**config.mk**
```make
export PLATFORM = sky130hd
export DESIGN_NAME = fmp_ctrl
export DESIGN_NICKNAME = d
export VERILOG_FILES = /design/src/fmp_pkg.sv /design/src/fmp_ctrl.sv
export SDC_FILE = /design/constraint.sdc
export NUM_CORES = 1
export LEC_CHECK = 0
export ABC_AREA = 1
export BUFFER_PORTS_ARGS = -buffer_cell sky130_fd_sc_hd__buf_4
export CORE_MARGIN = 2
export CORE_UTILIZATION = 52
export DETAILED_ROUTE_END_ITERATION = 6
export PLACE_DENSITY = 0.81
export SYNTH_ARGS = -nofsm -noshare
export SYNTH_HDL_FRONTEND = slang
export SYNTH_SLANG_ARGS = --single-unit
```
**constraint.sdc**
```tcl
create_clock -name clk -period 1.4 [get_ports clk]
set_input_delay 0.21 -clock clk [delete_from_list [all_inputs] [get_ports clk]]
set_output_delay 0.21 -clock clk [all_outputs]
set_load 0.05 [all_outputs]
```
**src/fmp_pkg.sv**
```systemverilog
// Shared types, constants and helpers of the Fibonacci matrix power unit.
`default_nettype none
package fmp_pkg;

  // Field widths and default index width.
  localparam int IDX_W          = 32;
  localparam int VAL_W          = 30;
  localparam int INDEX_BITS_DEF = 32;

  // The prime modulus and values derived from it.
  localparam logic [VAL_W-1:0] P_MOD    = 30'd1000000007;
  localparam logic [31:0]      P_MOD32  = 32'd1000000007;
  localparam logic [31:0]      P_MOD2X  = 32'd2000000014;
  localparam logic [VAL_W-1:0] P_MINUS1 = 30'd1000000006;

  // Barrett reciprocal: floor(2^60 / p), which fits in 31 bits.
  localparam logic [63:0] MU_WIDE    = 64'h1000_0000_0000_0000 / 64'd1000000007;
  localparam logic [30:0] BARRETT_MU = 31'(MU_WIDE);

  // Cycles from issuing a product to its landing in the product file.
  localparam int MM_LAT = 6;

  // Product tags: bit 3 picks the matrix product (accumulator times base or
  // base squared), bits 2:1 pick the entry, bit 0 picks the partial term.
  localparam logic [3:0] TAG_ACC_FIRST = 4'd0;
  localparam logic [3:0] TAG_SQR_FIRST = 4'd8;
  localparam logic [3:0] TAG_LAST      = 4'd15;

  typedef enum logic [2:0] {
    ST_IDLE,
    ST_CHECK,
    ST_ISSUE,
    ST_DRAIN,
    ST_COMBINE,
    ST_FINAL
  } fmp_state_t;

  typedef struct packed {
    logic       load;
    logic       issue;
    logic [3:0] tag;
    logic       combine;
    logic       finish;
  } fmp_cmd_t;

  typedef struct packed {
    logic k_zero;
    logic k_bit0;
  } fmp_sts_t;

  // Sum of two residues, reduced once.
  function automatic logic [VAL_W-1:0] add_mod(input logic [VAL_W-1:0] a,
                                               input logic [VAL_W-1:0] b);
    logic [VAL_W:0] s;
    s = {1'b0, a} + {1'b0, b};
    if (s >= {1'b0, P_MOD}) begin
      return VAL_W'(s - {1'b0, P_MOD});
    end
    return s[VAL_W-1:0];
  endfunction

endpackage
`default_nettype wire

```
**src/fmp_ctrl.sv**
```systemverilog
// Controller: sequences bits, product issue, pipeline drain and combine.
`default_nettype none
module fmp_ctrl (
  input  wire logic              clk,
  input  wire logic              rst_n,
  input  wire logic              start,
  output logic                   busy,
  input  wire fmp_pkg::fmp_sts_t sts,
  output fmp_pkg::fmp_cmd_t      cmd
);

  localparam int DW = $clog2(fmp_pkg::MM_LAT);
  localparam logic [DW-1:0] DRAIN_LAST = DW'(fmp_pkg::MM_LAT - 2);

  fmp_pkg::fmp_state_t state_r, state_nxt;
  logic [3:0]          tag_r, tag_nxt;
  logic [DW-1:0]       cnt_r, cnt_nxt;

  always_ff @(posedge clk) begin
    if (!rst_n) begin
      state_r <= fmp_pkg::ST_IDLE;
      tag_r   <= '0;
      cnt_r   <= '0;
    end else begin
      state_r <= state_nxt;
      tag_r   <= tag_nxt;
      cnt_r   <= cnt_nxt;
    end
  end

  always_comb begin
    state_nxt   = state_r;
    tag_nxt     = tag_r;
    cnt_nxt     = cnt_r;
    cmd.load    = 1'b0;
    cmd.issue   = 1'b0;
    cmd.tag     = tag_r;
    cmd.combine = 1'b0;
    cmd.finish  = 1'b0;
    busy        = 1'b1;
    case (state_r)
      fmp_pkg::ST_IDLE: begin
        busy = 1'b0;
        if (start) begin
          cmd.load  = 1'b1;
          state_nxt = fmp_pkg::ST_CHECK;
        end
      end
      fmp_pkg::ST_CHECK: begin
        if (sts.k_zero) begin
          state_nxt = fmp_pkg::ST_FINAL;
        end else begin
          tag_nxt   = sts.k_bit0 ? fmp_pkg::TAG_ACC_FIRST : fmp_pkg::TAG_SQR_FIRST;
          state_nxt = fmp_pkg::ST_ISSUE;
        end
      end
      fmp_pkg::ST_ISSUE: begin
        cmd.issue = 1'b1;
        if (tag_r == fmp_pkg::TAG_LAST) begin
          cnt_nxt   = '0;
          state_nxt = fmp_pkg::ST_DRAIN;
        end else begin
          tag_nxt = tag_r + 4'd1;
        end
      end
      fmp_pkg::ST_DRAIN: begin
        if (cnt_r == DRAIN_LAST) begin
          state_nxt = fmp_pkg::ST_COMBINE;
        end else begin
          cnt_nxt = cnt_r + 1'b1;
        end
      end
      fmp_pkg::ST_COMBINE: begin
        cmd.combine = 1'b1;
        state_nxt   = fmp_pkg::ST_CHECK;
      end
      fmp_pkg::ST_FINAL: begin
        cmd.finish = 1'b1;
        state_nxt  = fmp_pkg::ST_IDLE;
      end
      default: begin
        state_nxt = fmp_pkg::ST_IDLE;
      end
    endcase
  end

endmodule
`default_nettype wire

```
==> results.md <==
- The flow ran to the end, and the final reports show no timing, DRC or antenna violations.
- The total vias in the final route is 690.
- The share of the core filled with cells in the final layout is 70.7%.
- The setup TNS after final layout is 0 ps.
- After detailed routing, the number of vias per cell comes to 5.15.
- The startpoint of the lowest-slack register-to-register path is tag_r[0].
- Sorting the synthesized cells by area gives the leading types as dfxtp_1 (29%), nand2_1 (15%), nand3_1 (8.6%).
- Summed over its instances, the top area cell type makes up approximately 29% of the synthesized netlist area.
- The total overflow reported by the global router is 0.
- The highest clock rate is ~740 MHz.
- Setup violations remaining at the end of the flow were counted as 0.
- The synthesized-area fraction occupied by and/or/nand/nor cells is 49.6%.
- The number of endpoints with negative hold slack in the final report is 0.
- The maximum number of buffers from clock root to sink is 2.
- The highest layer touched by signal routing is met4.
- The first routing iteration left 10 violations.
- Setup repair after global routing left no endpoint under its margin.
- The arrival time of data at the critical path endpoint is 1140 ps.
- The final instance area is approximately 900 sq um.
- The overall routing resource usage is a little under a fifth.
- The worst hold path stage count is 3.
- Summed over all instances, the cell type with the most area after synthesis is dfxtp_1.
- The later pin in the worst-skew pair is clocked with a latency of 280 ps.
- The row count is 13.
- The number of global-route vias before repair is between 500 and 600.
- The number of nets handed over by synthesis was 111.
- In the finished design, the share of the clock period the worst path needs comes to 96.5%.
- At the end of the flow, the number of nets in the layout was between 100 and 150.
- The routed design has 1480 um of wire.
- Across the run, the number of max-cap violations was 0.
- In this run the number of H-tree levels came out at 1.
- The number of cells on the worst reg-to-reg path is 8.
- In this run the worst path has a maximum fanout of 5.
- The endpoint class of the critical path is an output port.
- The worst relative slew slack is 87.5%.
- The amount of wire on met3 after detailed routing is 84 um.
- The placed instances occupy a cell area of 832 sq um.
- In this run the register-to-register setup slack is ~140 ps.
- The instance count of the mapped netlist is 103.
- After the flow finishes, the layout carries non-filler instances totaling between 100 and 150.
- The final setup skew is 20.3 ps.
- VDD sags by at most just under 0.9 mV.
- The count of pins over their slew limit is 0.
- The share of synthesized area occupied by flip-flops and latches is 28.7%.
- The number of buffers inserted by post-CTS setup repair is 0.
- The area growth from synthesis to layout is 28.7%.
- The minimum clock period after layout is 1350 ps.
- STA classifies the critical path startpoint as a flip-flop.
- The worst register-to-register path ends at cnt_r[0].
- The area of the placeable core is 0.00127 sq mm.
- The post-route netlist has between 30% and 40% of its cells at a drive strength greater than 1.
- At the pin with the least slew margin, the transition time is 188 ps.
- The post-synthesis instance area is 697 sq um.
- In the final routed layout, each cell accounts on average for 11.1 um.
- Clock-pin slew was measured on the worst setup and hold paths at 80 ps.
- The per-instance average area after synthesis is around 6.8 sq um.
- The buffer cell driving the clock tree root is clkbuf_4.
- The number of cells after detailed placement is 130.
- The detailed placer's ending HPWL is 1100 um.
- Entering global routing, the biggest net connects 11 pins.
- The initial antenna violation count is 0.
- The die is around 41 um tall.
- Summed over all nets, wire length on met2 after detailed routing comes to 715 um.
- The final total power is 1460 uW.
- The global-route wire length before repair is ~2000 um.
- The weighted congestion at the end of routability-driven global placement is 0.839.
- The detail route stage leaves a number of antenna-violating nets equal to 0.
- The synthesized-area fraction occupied by ao, oa, aoi and oai cells is under 10%.
- Measured along the x axis, the die boundary spans 40.6 um.
- The total clock buffers created by CTS is 3.
- After synthesis, the share of cell area in mux cells is 0%.
- In the routed design, unresolved DRC markers number 0.
- 14 I/O pins were placed.
- For this design the static power due to leakage is 0.000385 uW.
- TritonCTS built the clock tree.
- The number of flip-flops and latches in the synthesized netlist is 10.
- The die covers 0.00165 sq mm.
- The first-pass iteration count of the detailed router is 4.
- For this design the ratio of total power to cell area is 1630 mW/mm^2.
- After synthesis, the largest family of logic cells by area is simple AND/OR/NAND/NOR gates.
- The worst hold path startpoint is rst_n.
- The number of antenna diodes in the final layout is 0.
- The hold buffer count at CTS is 0.
- At the worst endpoint, the required time is between 1000 and 1500 ps.
- For this run, the number of Yosys warnings is 0.
- Input and output buffers added on the ports amount to 13.
- The initial utilization of the core area, before any placement, comes to 54.9%.
- The path with the worst hold slack has its endpoint at tag_r[0].
- The sum of routed wire segments on met1 is 663 um.
- The path class of the tightest hold or removal check is in2reg.
- The total number of clock tree sinks is 10.
- The worst setup path is of the reg2out kind.
- The adder and majority gate portion of the synthesized area is 5.39%.
- After Yosys synthesis, XOR and XNOR cells account for 0% of the synthesized area.
- Counting distinct cell types in the post-synthesis netlist gives 22.
[synth_stat cells, drive strengths merged]
master   n
nand2   31
nor2    20
nand3   14
inv     13
dfxtp   10
a21oi    4
ha       3
nor3     2
o21ai    2
a31oi    1
buf      1
clkinv   1
nand4    1
[per-layer routing]
layer | vias to the layer above | GRT usage, %
li1 | 356 | -
met1 | 312 | 25.3
met2 | 18 | 27.8
met3 | 4 | 3.26
met4 | 0 | 10.0
met5 | - | 0
[layout make-up]
cell class | count | area [sq um]
well taps | 15 | 18.8
flip-flops and latches | 10 | 218
multi-input cells | 78 | 472
inverters | 14 | 57.6
repair buffers | 13 | 105
fillers | 107 | 372
clock buffers | 4 | 26.3
[kinds of logic (layout without fill, tap and decap cells)]
family          count (synthesis)  in the layout
fa+ha+maj                       3              3
simple gates                   68             68
buf+inv                        15             31
flops                          10             10
compound gates                  7              7
[registers in the layout, summed over array words and instances (netlist names)]
signal	cells
cnt_r	3
state_r	3
tag_r	4
[critical path: stages (launching register included)]
cell and delay [ps]:
dfxtp_4 400, inv_2 90, nor3_2 150, buf_4 210
[placed cells by master (no fill, tap or decap), types with 4 or more instances in the layout]
cell	instances
dfxtp_4	4
buf_4	11
nor2_4	5
nor2_2	4
inv_1	10
dfxtp_1	4
nand3_1	11
nor2_1	11
nand2_1	27
[report_power, final]
part	switching [uW]	internal [uW]	total (uW)
sequential	92.1	350	442
clock	107	110	217
combinational	536	265	801
total	735	725	1460
[repair_timing]
item,CTS,global route
pin swaps,0,0
endpoints found under the setup margin,5,6
gates resized for setup,5,8
[worst max path at each step]
stage,to,startpoint
5_1_grt,cmd[0],state_r[0]
3_5_place_dp,cnt_r[0],tag_r[0]
6_report,cmd[0],state_r[0]
4_1_cts,cmd[0],state_r[0]
3_3_place_gp,cnt_r[1],tag_r[0]
2_1_floorplan,cmd[7],state_r[1]
[through the flow]
stage | hold WS [ps] | setup WS, ps
after floorplan | 321 | -23.4
after global placement | 485 | 81.8
after detailed placement | 491 | 63.2
after CTS | 198 | -2.18
after global routing | 211 | 3.62
final | 195 | 48.4
(Power assumes the default switching activity.)
